File: src/hdl/sipq_pkg.sv
`default_nettype none
package sipq_pkg;

  localparam int CAPACITY    = 16;
  localparam int VALUE_WIDTH = 32;
  localparam int CNT_W       = $clog2(CAPACITY + 1);

  typedef enum logic {
    CMD_INSERT = 1'b0,
    CMD_POP    = 1'b1
  } cmd_e;

  typedef enum logic [1:0] {
    ST_OK    = 2'd0,
    ST_EMPTY = 2'd1,
    ST_FULL  = 2'd2
  } status_e;

  typedef struct packed {
    logic                   ins;
    logic                   pop;
    logic [VALUE_WIDTH-1:0] key;
    logic [VALUE_WIDTH-1:0] val;
  } cell_ctrl_t;

endpackage
`default_nettype wire

File: src/hdl/sorted_interval_priority_queue.sv
`default_nettype none
// Sorted interval priority queue: a row of cells holding (start, end) pairs,
// cell 0 holding the smallest start.
// Command channel: a word is taken at a rising edge with start high and busy
// low. cmd_i = 0 inserts (start_key_i, end_value_i) in front of the first
// entry whose start is greater than or equal to the new start; cmd_i = 1
// pops the entry in cell 0.
// Result channel: done_o is high for exactly one cycle, the cycle after the
// command word is taken, with status_o, popped_start_o, popped_end_o and
// entry_count_o. The receiver cannot stall; each result word is shown once.
// One command is taken every cycle: every cell compares its key with the
// new key in parallel and shifts left or right in the same edge, so busy
// stays low.
// An insert into a full queue reports status full and changes nothing; a pop
// of an empty queue reports status empty and changes nothing.
// Reset clears the entry count and the result strobe; cell contents are not
// cleared and are never read before they are written.
module sorted_interval_priority_queue (
  input  logic                                     clk_i,
  input  logic                                     rst_ni,
  input  logic                                     start,
  output logic                                     busy,
  input  logic                                     cmd_i,
  input  logic signed [sipq_pkg::VALUE_WIDTH-1:0]  start_key_i,
  input  logic signed [sipq_pkg::VALUE_WIDTH-1:0]  end_value_i,
  output logic                                     done_o,
  output logic [1:0]                               status_o,
  output logic signed [sipq_pkg::VALUE_WIDTH-1:0]  popped_start_o,
  output logic signed [sipq_pkg::VALUE_WIDTH-1:0]  popped_end_o,
  output logic [sipq_pkg::CNT_W-1:0]               entry_count_o
);

  localparam int N = sipq_pkg::CAPACITY;
  localparam int W = sipq_pkg::VALUE_WIDTH;

  logic                       accept;
  logic                       full, empty;
  sipq_pkg::cell_ctrl_t       ctrl;
  logic [N-1:0]               keep;
  logic [W-1:0]               key   [N];
  logic [W-1:0]               val   [N];

  logic [sipq_pkg::CNT_W-1:0] count_q, count_d;
  logic                       done_q;
  sipq_pkg::status_e          status_q, status_d;
  logic [W-1:0]               pstart_q, pstart_d;
  logic [W-1:0]               pend_q, pend_d;

  assign busy   = 1'b0;
  assign accept = start && !busy;
  assign full   = (count_q == sipq_pkg::CNT_W'(N));
  assign empty  = (count_q == '0);

  always_comb begin
    ctrl.ins = 1'b0;
    ctrl.pop = 1'b0;
    ctrl.key = start_key_i;
    ctrl.val = end_value_i;
    count_d  = count_q;
    status_d = sipq_pkg::ST_OK;
    pstart_d = '0;
    pend_d   = '0;
    if (accept) begin
      unique case (sipq_pkg::cmd_e'(cmd_i))
        sipq_pkg::CMD_INSERT: begin
          if (full) begin
            status_d = sipq_pkg::ST_FULL;
          end else begin
            ctrl.ins = 1'b1;
            count_d  = count_q + 1'b1;
          end
        end
        sipq_pkg::CMD_POP: begin
          if (empty) begin
            status_d = sipq_pkg::ST_EMPTY;
          end else begin
            ctrl.pop = 1'b1;
            pstart_d = key[0];
            pend_d   = val[0];
            count_d  = count_q - 1'b1;
          end
        end
        default: status_d = sipq_pkg::ST_OK;
      endcase
    end
  end

  for (genvar i = 0; i < N; i++) begin : g_cell
    logic         valid;
    logic         left_keep;
    logic [W-1:0] left_key, left_val, right_key, right_val;

    assign valid = (sipq_pkg::CNT_W'(i) < count_q);

    if (i == 0) begin : g_first
      assign left_keep = 1'b1;
      assign left_key  = '0;
      assign left_val  = '0;
    end else begin : g_mid
      assign left_keep = keep[i-1];
      assign left_key  = key[i-1];
      assign left_val  = val[i-1];
    end

    if (i == N - 1) begin : g_last
      assign right_key = '0;
      assign right_val = '0;
    end else begin : g_inner
      assign right_key = key[i+1];
      assign right_val = val[i+1];
    end

    sipq_cell u_cell (
      .clk_i       (clk_i),
      .ctrl_i      (ctrl),
      .valid_i     (valid),
      .left_keep_i (left_keep),
      .left_key_i  (left_key),
      .left_val_i  (left_val),
      .right_key_i (right_key),
      .right_val_i (right_val),
      .key_o       (key[i]),
      .val_o       (val[i]),
      .keep_o      (keep[i])
    );
  end

  always_ff @(posedge clk_i or negedge rst_ni) begin
    if (!rst_ni) begin
      count_q <= '0;
      done_q  <= 1'b0;
    end else begin
      count_q <= count_d;
      done_q  <= accept;
    end
  end

  always_ff @(posedge clk_i) begin
    status_q <= status_d;
    pstart_q <= pstart_d;
    pend_q   <= pend_d;
  end

  assign done_o         = done_q;
  assign status_o       = status_q;
  assign popped_start_o = pstart_q;
  assign popped_end_o   = pend_q;
  assign entry_count_o  = count_q;

endmodule
`default_nettype wire

File: src/hdl/sipq_cell.sv
`default_nettype none
module sipq_cell (
  input  logic                                clk_i,
  input  sipq_pkg::cell_ctrl_t                ctrl_i,
  input  logic                                valid_i,
  input  logic                                left_keep_i,
  input  logic [sipq_pkg::VALUE_WIDTH-1:0]    left_key_i,
  input  logic [sipq_pkg::VALUE_WIDTH-1:0]    left_val_i,
  input  logic [sipq_pkg::VALUE_WIDTH-1:0]    right_key_i,
  input  logic [sipq_pkg::VALUE_WIDTH-1:0]    right_val_i,
  output logic [sipq_pkg::VALUE_WIDTH-1:0]    key_o,
  output logic [sipq_pkg::VALUE_WIDTH-1:0]    val_o,
  output logic                                keep_o
);

  logic [sipq_pkg::VALUE_WIDTH-1:0] key_q, key_d;
  logic [sipq_pkg::VALUE_WIDTH-1:0] val_q, val_d;

  assign keep_o = valid_i && ($signed(key_q) < $signed(ctrl_i.key));
  assign key_o  = key_q;
  assign val_o  = val_q;

  always_comb begin
    key_d = key_q;
    val_d = val_q;
    if (ctrl_i.ins && !keep_o) begin
      if (left_keep_i) begin
        key_d = ctrl_i.key;
        val_d = ctrl_i.val;
      end else begin
        key_d = left_key_i;
        val_d = left_val_i;
      end
    end else if (ctrl_i.pop) begin
      key_d = right_key_i;
      val_d = right_val_i;
    end
  end

  always_ff @(posedge clk_i) begin
    key_q <= key_d;
    val_q <= val_d;
  end

endmodule
`default_nettype wire

File: config.mk
export PLATFORM = sky130hd
export DESIGN_NAME = sorted_interval_priority_queue
export DESIGN_NICKNAME = d
export VERILOG_FILES = /design/src/hdl/sipq_pkg.sv /design/src/hdl/sorted_interval_priority_queue.sv /design/src/hdl/sipq_cell.sv
export SDC_FILE = /design/constraint.sdc
export NUM_CORES = 2
export LEC_CHECK = 0
export BUFFER_PORTS_ARGS = -buffer_cell sky130_fd_sc_hd__buf_4
export CAP_MARGIN = 10
export CORE_UTILIZATION = 30
export CTS_CLUSTER_SIZE = 16
export DETAILED_ROUTE_END_ITERATION = 10
export GPL_ROUTABILITY_DRIVEN = 1
export PLACE_DENSITY = 0.45
export SLEW_MARGIN = 20
export SYNTH_ARGS = -nofsm -noshare
export SYNTH_HDL_FRONTEND = slang
export SYNTH_SLANG_ARGS = --single-unit
File: constraint.sdc
create_clock -name clk_i -period 8.1 [get_ports clk_i]
set_input_delay 0.81 -clock clk_i [delete_from_list [all_inputs] [get_ports clk_i]]
set_output_delay 0.81 -clock clk_i [all_outputs]
set_load 0.02 [all_outputs]
==> metrics <==
Die W=470 um; DR vias=49485; gpl congestion=0.878; main combinational cell family by area after synthesis=multiplexers; Skew-Pair Late Insertion Delay=0.82 ns; VDD IR max=0.305 mV; Initial Utilization=30.2%; endpoints failing setup=0; Root Buffer=clkbuf_16; HPWL Detailed=165000 um; GRT overflow=0; Slew @ Worst Pin=1.28 ns; largest area contributor in the netlist=edfxtp_1; vias in the first global route=48755; Worst path slowest cell=a211oi_1; Ys Warns=0; post-synthesis xor/xnor area fraction=0.105%; Nets=6444; Worst Skew=0.0479 ns; I/O pin count=141; Final Hold Viols=0; RSZ-0062 raised after global routing=false; pin count of the biggest net entering global routing=151; fmax=164 MHz; Yosys top cell area share=46.9%; P_leak=29.2 nW; crit-path cells=buf_4 > inv_1 > ha_1 > nand4_1 > nor4_1 > a211oi_1 > a211oi_1 > or3_4 > nand2b_4 > buf_4 > buf_4 > o21ai_0; Compound-Gate Fraction of Synth Area=13.1%; Tmin final=6.11 ns; Syn-to-layout area delta=13.1%; mux cell area share after synthesis=16.6%; crit start category=primary input; Final period util=75.4%; cell row count=171; Post-synth EDFFs=1024; global-route wire length before repair=361000 um; status=complete, no violations; worst endpoint data arrival time=6.60 ns; Tot Pwr=0.0300 W; fin. max-slew vios=0; setup TNS=0 ns; met3 wire len=15700 um; synthesized flop and latch total=1096; core area=217000 um^2; Final WS setup=1.99 ns; maxcap violations=0; top layer in use=met4; ys flop type=edfxtp_1; layout cell share with drive strength beyond 1=12.6%; Hold Slack=0.126 ns; GRT Overall Usage=22.3%; CP Capture Type=flip-flop; Via-to-Cell Ratio=5.59; initial antenna violation count=9; synth unique cells=68; drt total wl=253000 um; dpl ws=1.28 ns; Crit Path Max Fanout=58; Cells after Synth=5953; Crit Path Class=in2reg; CTS H-tree depth=4; met1 wire length=118000 um; clock slew at reported path FFs=0.06 ns; maximum clock insertion buffer count=3; HP Class=in2reg; DRC=0; drt initial violations=5173; die footprint=220000 um^2; clock sink count=1096; top cells by area, synth=edfxtp_1 (47%), mux2i_1 (11%), ha_1 (9.5%); Crit path top cell by count=buf_4; Setup Buffers After CTS=0; Pwr per Cell Area=405 nW/um^2; CTS tree=done; Post-CTS Resized=0; Syn Area/Cell=11.0 um^2; PortBufs=139; Adder-Cell Fraction of Synth Area=9.52%; Mapped Nets=6520; WL per Instance=28.5 um; CTS buffer count=141; Async SR Flop Fraction=0.547%; Post-Synth Simple-Gate Area=8.24%; CP peak stage delay=0.76 ns; synthesized area=65600 um^2; register area share after synthesis=49.1%; Antenna Violating Nets Remaining=0; met2 wire length=112000 um; die height=470 um; WP data required=8.60 ns; First-pass DRT Iterations=7; Rel. slew slack=14.7%
-- synth_stat cells (27+ instances only) --
library cell  instances
nand2b_1             27
a21oi_1             892
mux2_2              191
inv_1                45
buf_2               102
nor2_1              452
and2_1               71
mux2i_1             708
nand3_1             111
edfxtp_1           1024
mux2_4               49
nand4_1              53
dfxtp_1              66
ha_1                499
a31oi_1             142
a21o_1               29
clkbuf_1            328
mux2_1               81
o21ai_0             398
nand2_1             406
-- cell families after synthesis --
group                    after synthesis
AO/OA/AOI/OAI                       1582
buffers and inverters                519
XOR/XNOR                               7
flip-flops                          1096
other                                  1
multiplexers                        1029
AND/OR/NAND/NOR                     1220
adder cells (fa/ha/maj)              499
-- worst paths after layout --
check,slack (ns),endpoint,startpoint,depth (start not counted)
hold / removal,0.13,done_o$_DFF_PN0_,start,1
hold reg to reg,0.49,popped_end_o[10]$_SDFF_PP0_,g_cell[0].u_cell.val_o[10]$_DFFE_PP_,1
max in group asynchronous,7.63,entry_count_o[0]$_DFFE_PN0P_,rst_ni,2
setup reg to reg,2.27,g_cell[4].u_cell.key_o[16]$_DFFE_PP_,g_cell[4].u_cell.key_o[31]$_DFFE_PP_,10
setup / recovery,1.99,g_cell[4].u_cell.key_o[16]$_DFFE_PP_,start_key_i[30],12
min in group asynchronous,0.33,done_o$_DFF_PN0_,rst_ni,2
-- area by class of cell --
cell class | count | area [um^2]
Fill cell | 21712 | 143000
Timing Repair Buffer | 255 | 2080
Clock buffer | 187 | 3990
Clock inverter | 67 | 533
Inverter | 45 | 169
Sequential cell | 1096 | 32200
Multi-Input combinational cell | 4338 | 31600
Tap cell | 2854 | 3570
Antenna cell | 7 | 17.5
-- metrics by stage --
stage | utilization [%] | instance area (um^2) | cells
6_report | 34.2 | 74200 | 8849
3_3_place_gp | 32.0 | 69600 | 8584
3_5_place_dp | 32.1 | 69600 | 8586
5_1_grt | 34.2 | 74200 | 8843
2_1_floorplan | - | 65600 | 5953
4_1_cts | 34.1 | 74100 | 8841
-- flip-flops by register name (all words and copies together), names as in the netlist --
name / count
popped_end_o: 32
g_cell.u_cell.key_o: 512
popped_start_o: 32
done_o: 1
status_o: 2
g_cell.u_cell.val_o: 512
entry_count_o: 5
-- worst max-delay path, delay by kind of cell --
kind            cells  cell delay (ns)
compound gates      3             1.35
buf+inv             4             1.91
simple gates        4             1.87
fa+ha+maj           1             0.51
-- power by group --
part | internal (W) | switching, W
registers | 0.00895 | 0.00157
logic | 0.00487 | 0.00834
clock network | 0.00361 | 0.00270
total | 0.0174 | 0.0126
-- placed cells by master, fill, tap and decap left out, types with 25 or more instances in the layout --
| cell | netlist | final |
|---|---|---|
| a21o_1 | 29 | 29 |
| a21oi_1 | 892 | 890 |
| a31oi_1 | 142 | 141 |
| and2_1 | 71 | 66 |
| buf_4 | 10 | 240 |
| clkbuf_1 | 328 | 27 |
| clkbuf_16 | 0 | 150 |
| clkinv_1 | 0 | 25 |
| dfxtp_1 | 66 | 66 |
| edfxtp_1 | 1024 | 1024 |
| ha_1 | 499 | 499 |
| inv_1 | 45 | 45 |
| mux2_1 | 81 | 81 |
| mux2_2 | 191 | 190 |
| mux2_4 | 49 | 49 |
| mux2i_1 | 708 | 705 |
| nand2_1 | 406 | 400 |
| nand3_1 | 111 | 110 |
| nand4_1 | 53 | 53 |
| nor2_1 | 452 | 452 |
| o21ai_0 | 398 | 394 |
-- layer usage --
layer  track usage [%]  up-vias
met1              32.0    25104
met5                 0        -
met4              6.44        0
li1                  -    22289
met2              34.4     1770
met3              3.32      322
-- timing repair --
action	CTS	global route
hold buffers	1	0
endpoints found under the setup margin	0	0
endpoints found under the hold margin	6	0
No activity file was read; power rests on OpenSTA's default activity.
